### config.mk
export PLATFORM = sky130hd
export DESIGN_NAME = keypad_matrix_scanner_unit
export DESIGN_NICKNAME = d
export VERILOG_FILES = /design/src/design/kms_pkg.sv /design/src/design/keypad_matrix_scanner_unit.sv /design/src/design/kms_out_buf.sv
export SDC_FILE = /design/constraint.sdc
export NUM_CORES = 1
export LEC_CHECK = 0
export BUFFER_PORTS_ARGS = -buffer_cell sky130_fd_sc_hd__buf_2
export CORE_MARGIN = 2
export CORE_UTILIZATION = 55
export CTS_BUF_LIST = sky130_fd_sc_hd__clkbuf_16
export DETAILED_ROUTE_END_ITERATION = 12
export GPL_TIMING_DRIVEN = 0
export PLACE_DENSITY = 0.77
export SLEW_MARGIN = 30
export SYNTH_ARGS = -nofsm -noshare
export SYNTH_HDL_FRONTEND = slang
export SYNTH_SLANG_ARGS = --single-unit
export TNS_END_PERCENT = 10
### constraint.sdc
create_clock -name clk -period 4.74 [get_ports clk]
set_input_delay 0.237 -clock clk [delete_from_list [all_inputs] [get_ports clk]]
set_output_delay 0.237 -clock clk [all_outputs]
set_load 0.02 [all_outputs]
### src/design/kms_pkg.sv
`timescale 1ns / 1ps

package kms_pkg;

  // Configuration register indexes
  localparam logic [1:0] REG_DEBOUNCE_MS      = 2'd0;
  localparam logic [1:0] REG_COLUMN_PERIOD_MS = 2'd1;

  // Reset values of the registers and the column timer
  localparam logic [15:0] DEBOUNCE_RESET      = 16'd200;
  localparam logic [9:0]  COLUMN_PERIOD_RESET = 10'd10;

  // Key actions
  typedef enum logic [2:0] {
    ACT_NONE   = 3'd0,
    ACT_UP     = 3'd1,
    ACT_LEFT   = 3'd2,
    ACT_RIGHT  = 3'd3,
    ACT_DOWN   = 3'd4,
    ACT_BUTTON = 3'd5,
    ACT_EXIT   = 3'd6
  } action_t;

  // One result word
  typedef struct packed {
    logic [3:0] column_drive;
    logic       key_valid;
    logic [3:0] key_code;
    logic [2:0] action;
  } result_t;

  // Action map of the 4x4 pad; anything off the map is no action
  function automatic action_t key_action(input logic [2:0] row, input logic [2:0] col);
    action_t act;
    act = ACT_NONE;
    case ({row, col})
      {3'd0, 3'd0}: act = ACT_BUTTON;  // '1'
      {3'd0, 3'd1}: act = ACT_UP;      // '2'
      {3'd1, 3'd0}: act = ACT_LEFT;    // '4'
      {3'd1, 3'd2}: act = ACT_RIGHT;   // '6'
      {3'd2, 3'd1}: act = ACT_DOWN;    // '8'
      {3'd3, 3'd1}: act = ACT_EXIT;    // '0'
      default:      act = ACT_NONE;
    endcase
    return act;
  endfunction

endpackage

### src/design/keypad_matrix_scanner_unit.sv
`timescale 1ns / 1ps
// A result word is registered in the output buffer when its input word is taken, or
// parked in its skid entry while the output stalls. Throughput: one word per cycle while
// item_stall is low; the column timer, row lockout counters and key decode are combinational.
// Reset (rst, synchronous): drive on column one, column timer 10, all lockouts
// clear, debounce 200 ms, column period 10 ms, output empty.
module keypad_matrix_scanner_unit
  import kms_pkg::*;
#(
  parameter int ROWS    = 4,
  parameter int COLUMNS = 4
) (
  input  logic        clk,
  input  logic        rst,
  // config port
  input  logic        cfg_we,
  input  logic [1:0]  cfg_index,
  input  logic [15:0] cfg_data,
  // input channel
  input  logic        item_valid,
  output logic        item_stall,
  input  logic        tick,
  input  logic [3:0]  row_edges,
  // result channel
  output logic        result_valid,
  input  logic        result_stall,
  output logic [3:0]  column_drive,
  output logic        key_valid,
  output logic [3:0]  key_code,
  output logic [2:0]  action
);

  localparam int CW        = (COLUMNS > 1) ? $clog2(COLUMNS) : 1;
  localparam int ROWS_USED = (ROWS < 4) ? ROWS : 4;
  localparam logic [CW-1:0] COL_LAST = CW'(COLUMNS - 1);

  logic [15:0]   debounce_ms;
  logic [9:0]    column_period_ms;
  logic [CW-1:0] driven_column, driven_column_next;
  logic [CW-1:0] next_column, next_column_next;
  logic [15:0]   column_timer, column_timer_next;
  logic [15:0]   row_lockout [ROWS_USED];
  logic [15:0]   row_lockout_next [ROWS_USED];

  logic          accept;
  logic          hit;
  logic [1:0]    win_row;
  logic [7:0]    code_full;
  result_t       res;
  result_t       res_out;
  logic          buf_full;

  assign item_stall = buf_full;
  assign accept     = item_valid & ~buf_full;

  // Config writes; other indexes are ignored
  always_ff @(posedge clk) begin
    if (rst) begin
      debounce_ms      <= DEBOUNCE_RESET;
      column_period_ms <= COLUMN_PERIOD_RESET;
    end else if (cfg_we) begin
      case (cfg_index)
        REG_DEBOUNCE_MS:      debounce_ms      <= cfg_data;
        REG_COLUMN_PERIOD_MS: column_period_ms <= cfg_data[9:0];
        default: ;
      endcase
    end
  end

  // Column timer and one-hot column stepping
  always_comb begin
    driven_column_next = driven_column;
    next_column_next   = next_column;
    column_timer_next  = column_timer;
    if (tick) begin
      if (column_timer <= 16'd1) begin
        driven_column_next = next_column;
        next_column_next   = (next_column == COL_LAST) ? '0 : next_column + CW'(1);
        column_timer_next  = (column_period_ms == '0) ? 16'd1 : {6'd0, column_period_ms};
      end else begin
        column_timer_next = column_timer - 16'd1;
      end
    end
  end

  // Row lockouts: count down on tick, then judge edges; highest row wins
  always_comb begin
    logic [15:0] lk;
    hit     = 1'b0;
    win_row = '0;
    for (int r = 0; r < ROWS_USED; r++) begin
      lk = (tick && row_lockout[r] != '0) ? row_lockout[r] - 16'd1 : row_lockout[r];
      if (row_edges[r]) begin
        if (lk == '0) begin
          hit     = 1'b1;
          win_row = 2'(r);
        end
        lk = debounce_ms;
      end
      row_lockout_next[r] = lk;
    end
  end

  // Key decode
  assign code_full = 8'(win_row) * 8'(COLUMNS) + 8'(driven_column_next);

  always_comb begin
    res.column_drive = (8'(driven_column_next) < 8'd4) ?
                       4'(4'b0001 << driven_column_next) : 4'b0000;
    res.key_valid    = hit;
    res.key_code     = hit ? code_full[3:0] : 4'd0;
    res.action       = hit ? key_action(3'(win_row), 3'(driven_column_next)) : ACT_NONE;
  end

  // State update on each accepted word
  always_ff @(posedge clk) begin
    if (rst) begin
      driven_column <= '0;
      next_column   <= '0;
      column_timer  <= {6'd0, COLUMN_PERIOD_RESET};
      for (int r = 0; r < ROWS_USED; r++) row_lockout[r] <= '0;
    end else if (accept) begin
      driven_column <= driven_column_next;
      next_column   <= next_column_next;
      column_timer  <= column_timer_next;
      for (int r = 0; r < ROWS_USED; r++) row_lockout[r] <= row_lockout_next[r];
    end
  end

  kms_out_buf u_out_buf (
    .clk          (clk),
    .rst          (rst),
    .load         (accept),
    .load_word    (res),
    .full         (buf_full),
    .result_valid (result_valid),
    .result_stall (result_stall),
    .result_word  (res_out)
  );

  assign column_drive = res_out.column_drive;
  assign key_valid    = res_out.key_valid;
  assign key_code     = res_out.key_code;
  assign action       = res_out.action;

endmodule

### src/design/kms_out_buf.sv
`timescale 1ns / 1ps

// Output register with one skid entry, so a new word is taken while a
// finished one waits downstream.
module kms_out_buf
  import kms_pkg::*;
(
  input  logic    clk,
  input  logic    rst,
  input  logic    load,
  input  result_t load_word,
  output logic    full,
  output logic    result_valid,
  input  logic    result_stall,
  output result_t result_word
);

  logic    skid_valid;
  result_t skid_word;
  logic    drain;
  logic    out_free;

  assign drain    = result_valid & ~result_stall;
  assign out_free = ~result_valid | drain;
  assign full     = skid_valid;

  // Control
  always_ff @(posedge clk) begin
    if (rst) begin
      result_valid <= 1'b0;
      skid_valid   <= 1'b0;
    end else begin
      if (out_free) begin
        result_valid <= skid_valid | load;
      end
      if (skid_valid) begin
        if (drain) skid_valid <= 1'b0;
      end else if (load && !out_free) begin
        skid_valid <= 1'b1;
      end
    end
  end

  // Payload
  always_ff @(posedge clk) begin
    if (out_free) begin
      if (skid_valid) result_word <= skid_word;
      else if (load) result_word <= load_word;
    end
    if (!skid_valid && load && !out_free) skid_word <= load_word;
  end

endmodule

=== Word level (Yosys, flattened, before mapping) ===
Memories as Yosys holds them, arrays and structs flattened.
Index checks and enable logic that the tools add are counted.

* Input port bits: 28
* Bits in latches: 0
* Memories kept: 1
* Output and inout port bits: 14
* Register bits: 72
* Logic and storage cells: 113
* RAM bits: 64
* ROM bits: 0

{| class="wikitable"
|+ Memory list
! memory !! words !! bits a word !! rd ports !! clocked after Yosys merged registers in !! write ports !! line !! source
|-
| row_lockout || 4 || 16 || 4 || 0 || 4 || keypad_matrix_scanner_unit.sv:42 || <nowiki>logic [15:0] row_lockout [ROWS_USED];</nowiki>
|}

* Div/mod/pow operators: 0
* Shift operators: 1
* Reduce and logical (&&, ||, !) cells: 26
* $mul: 0
* Add/sub/neg operators: 7
* Bitwise logic cells: 11
* Order comparisons: 1
* Equality and inequality tests: 7
* Multiplexer cells: 44

{| class="wikitable"
|+ Operator list
! kind !! number
|-
| $mux 16 || 13
|-
| $sub 16x1->16 const B || 5
|-
| $logic_not 16->1 || 4
|-
| $reduce_bool 16->1 || 4
|-
| $mux 12 || 2
|-
| $mux 1 || 18
|-
| $pmux 3 s6 || 1
|-
| $le 16x1->1 const B || 1
|-
| $mux 2 || 7
|-
| $logic_not 10->1 || 1
|-
| $mux 10 || 1
|-
| $eq 4x3->1 const B || 2
|-
| $eq 4x4->1 const B || 2
|-
| $reduce_and 2->1 || 4
|-
| $logic_and 1x1->1 || 7
|-
| $or 1x1->1 || 6
|-
| $add 4x2->4 || 1
|-
| $eq 4x1->1 const B || 1
|-
| $logic_not 4->1 || 1
|-
| $mux 4 || 1
|-
| $shl 1x2->4 const A || 1
|-
| $mux 3 || 1
|-
| $not 1->1 || 3
|-
| $reduce_and 3->1 || 1
|-
| other kinds (7) || 9
|}

=== Logic depth before layout (Yosys ltp) ===
An unclocked memory read counts as a cell.

* Depth in word-level cells: 16
* Depth in mapped cells: 12
* Gate-level depth less buffers: 10

=== Hierarchy ===
Synthesis repeated with hierarchy kept, for this count alone.

* Cells, all modules: 899
* Area total of the unflattened synthesis: 8,064.0 µm²

{| class="wikitable"
|+ By module, submodules not included
! module !! area an instance (µm²) !! cells each !! times used !! sequential area each (µm²)
|-
| keypad_matrix_scanner_unit || 7,069.3 || 851 || 1 || 2,842.7
|-
| kms_out_buf || 994.7 || 48 || 1 || 760.7
|}

=== Worst setup path before layout ===
No wires, ideal clock.

* Path type: flip-flop to flip-flop
* Start point: memory row_lockout[0][3]
* End point: register u_out_buf.skid_word[2] in the netlist's numbering, data pin
* Setup time: 146 ps
* Required time: 4,594 ps
* Setup slack: 1,431 ps
* Clock period less this slack: 3,309 ps
* Data arrival time: 3,163 ps
* Buffers on the path: 2
* Cell stages (with the launch flop): 11
* Path through: edfxtp_1 buf_2 or4b_4 or3_1 clkbuf_1 nor4b_1 xor2_1 or4_1 nor3_1 or4b_1 a21oi_1

{| class="wikitable"
|+ RTL lines
! what !! line !! source
|-
| from (decl) || keypad_matrix_scanner_unit.sv:42 ||
|-
| to (signal assigned) || kms_out_buf.sv:50 || <nowiki>if (!skid_valid && load && !out_free) skid_word <= load_word;</nowiki>
|-
| to (decl) || kms_out_buf.sv:19 || <nowiki>result_t skid_word;</nowiki>
|}

==> flow_metrics.tcl <==
set metrics [dict create \
    holdPathEnd "debounce_ms[7]" \
    final_hold_viol_count 0 \
    hold_depth 3 \
    ant_nets 0 \
    critPathLaunch "row_lockout[1][0]" \
    p_per_area_nw_per_um2 349 \
    area_delta_synth_final_pct 12.7 \
    drv_slew 0 \
    fin_tns_setup_ps 0 \
    yosys_warnings 0 \
    cp_num_buf_inv 2 \
    hp-start "cfg_data[7]" \
    drive_gt1_frac 0.113 \
    cts-htree-levels 4 \
    clock_latency_ps 430 \
    io_pins 42 \
    yosys.area.top_type_share 0.325 \
    synthCells 941 \
    numPortBuffers 39 \
    first_pass_iters 5 \
    p_sw_uw 904 \
    cts_resized 0 \
    clk_pin_slew_worst_paths_ps 60 \
    p_int_mw 2.30 \
    ys_ff_latch 136 \
    crit-reg2reg-launch "row_lockout[1][0]" \
    path_max_fanout 8 \
    cap_violations 0 \
    synth-edff-count 88 \
    grt_overflow 0 \
    yosysSeqAreaShare 0.443 \
    worst_setup_path_end_kind "register" \
    viasPerCell 6.02 \
    setup_viol_count_final 0 \
    grt_pass1_vias 6741 \
    wl_per_cell_um 17.3 \
    initial_core_util 0.562 \
    slew_headroom 0.242 \
    cts_tree "built" \
    p_total_mw 3.20 \
    layout.cells.non_filler 1197 \
    antenna_cells 0 \
    rsz0062_at_grt "no" \
    whs_ps 51.8 \
    async_flop_share 0 \
    netlist_top_cells_count "154 x nor2_1, 113 x nand2_1, 98 x a21oi_1" \
    crit_path_start_kind "register" \
    placementRows 44 \
    netlist_area_um2 8130 \
    cts-hold-fix-buffers 0 \
    route.final.wire_length_um 20800 \
    drc_errors 0 \
    cts_sinks 136 \
    cts-root-buf "clkbuf_16" \
    seqPwrFrac 0.441 \
    ir_drop_uv 274 \
    cts_buffers 17 \
    clock_skew_ps 8.94 \
    num_vias 7211 \
    crit_family "simple AND/OR/NAND/NOR gates" \
    combinationalPowerShare 0.156 \
    crit_type "reg -> reg" \
    p_leak_nw 3.40 \
    dp_cells 1165 \
    synth_top_cell_by_area "edfxtp_1" \
    cp.required_ps 4900 \
    crit_arrival_ps 4340 \
    path_cells "inv_1 -> ha_1 -> or4b_1 -> buf_2 -> or3_4 -> a2111oi_2 -> nand3_1 -> nor4_1 -> nor3_1 -> a22oi_1 -> o31ai_1" \
    worst_slew_pin_slew_ps 1130 \
    clkPwrFrac 0.404 \
    swShare 0.282 \
    synth_flop_cell "edfxtp_1" \
    r2r.worst_path.cells 11 \
    status "complete, no violations" \
    syn_nets 976 \
    grt.total_usage 0.272 \
    die_area_um2 15800 \
    finalCriticalPeriod_ps 4180 \
    die_width_um 126 \
    die_h_um 126 \
    finalCritPeriodShare 0.882 \
    critical-path-slowest-cell "nor4_1" \
    synth.distinct_cells 75 \
    reg2reg_slack_ps 560 \
    cts_buffer_depth 2 \
    drt_iter0_markers 707 \
    r2r_end "u_out_buf.result_word[0]" \
    hpwl_um 14400 \
    grt_pass1_wl_um 34400 \
    cts_setup_buffers 0 \
    hold_path.class "in -> reg" \
    synth.most_common_cell "nor2_1" \
    grt_max_degree 35 \
    nets 1035 \
    fmax_ghz 0.239 \
    place_congestion 0.939 \
    syn_area_per_cell_um2 8.64 \
    antenna_found_initial 0 \
    crit_path_max_incr_delay_ps 920 \
    yosys-top-cells-area "edfxtp_1 32%, dfxtp_1 12%, nor2_1 7.1%" \
    core_um2 14500 \
]
## stage by stage
step / utilization / cell area (µm²) / worst slack (ps)
3_5_place_dp: 0.593 / 8590 / 723
2_1_floorplan: - / 8130 / 1430
4_1_cts: 0.633 / 9160 / 706
6_report: 0.633 / 9170 / 560
3_3_place_gp: 0.591 / 8560 / 749
5_1_grt: 0.633 / 9170 / 430
## cell type report
| cell class | count | area, µm² |
|---|---|---|
| timing repair buffer | 40 | 215 |
| multi-input combinational | 722 | 4210 |
| tap | 184 | 230 |
| sequential | 136 | 3600 |
| inverter | 28 | 105 |
| buffer | 55 | 228 |
| clock inverter | 15 | 151 |
| fill | 1252 | 5310 |
| clock buffer | 17 | 425 |
## power by group through the flow
| stage | logic (mW) | registers (mW) | clock network (mW) |
|---|---|---|---|
| 3_5_place_dp | 0.487 | 1.43 | 0 |
| 3_3_place_gp | 0.475 | 1.43 | 0 |
| 5_1_grt | 0.556 | 1.42 | 1.35 |
| 2_1_floorplan | 0.358 | 1.42 | 0 |
| 4_1_cts | 0.493 | 1.41 | 1.30 |
| 6_report | 0.498 | 1.41 | 1.29 |
## flip-flops by register name, summed over array words and instances (netlist names)
| name | count |
|---|---|
| column_timer | 16 |
| row_lockout | 64 |
| u_out_buf.skid_word | 12 |
| next_column | 2 |
| u_out_buf.full | 1 |
| debounce_ms | 16 |
| driven_column | 2 |
| u_out_buf.result_word | 12 |
| u_out_buf.result_valid | 1 |
| column_period_ms | 10 |
## worst register-to-register path, stage by stage (launching register included)
cell and delay (ps):
edfxtp_1 430, inv_1 130, ha_1 290, or4b_1 450, buf_2 180, or3_4 390, a2111oi_2 460, nand3_1 130
nor4_1 920, nor3_1 170, a22oi_1 270, o31ai_1 100
## how the worst max path moves through the flow
stage	slack, ps	depth (start not counted)	endpoint
6_report	560	11	u_out_buf.result_word[0]
5_1_grt	430	11	u_out_buf.result_word[0]
4_1_cts	710	11	u_out_buf.result_word[0]
3_5_place_dp	720	11	u_out_buf.result_word[0]
3_3_place_gp	750	11	u_out_buf.result_word[0]
2_1_floorplan	1430	10	u_out_buf.skid_word[2]
## cell usage in the layout (no fill, tap or decap), types with 9 or more instances in the layout
cell / instances
nor4_1: 22
nand3_1: 12
o31ai_1: 9
nor2_1: 154
o21ai_0: 31
a21oi_1: 97
inv_1: 26
or4_1: 20
buf_2: 47
clkbuf_1: 43
mux2i_1: 32
dfxtp_1: 48
xor2_1: 12
clkbuf_16: 17
nor3_1: 40
or3_1: 23
edfxtp_1: 88
nand2_1: 113
xnor2_1: 28
## cell families (layout without fill, tap and decap cells)
| kind of cell | count (synthesis) | after routing | share of synthesized area |
|---|---|---|---|
| fa+ha+maj | 7 | 7 | 0.0108 |
| compound gates | 182 | 182 | 0.133 |
| flops | 136 | 136 | 0.443 |
| simple gates | 454 | 454 | 0.280 |
| xor+xnor | 40 | 40 | 0.0431 |
| buf+inv | 83 | 155 | 0.0409 |
| mux | 39 | 39 | 0.0491 |
## routing by layer
metal / part of all wire / global-route usage
met1: 0.44 / 0.376
met4: 0.035 / 0.116
met3: 0.066 / 0.0573
met2: 0.46 / 0.416
met5: 0 / 0
Power figures use the tool's default switching activity.
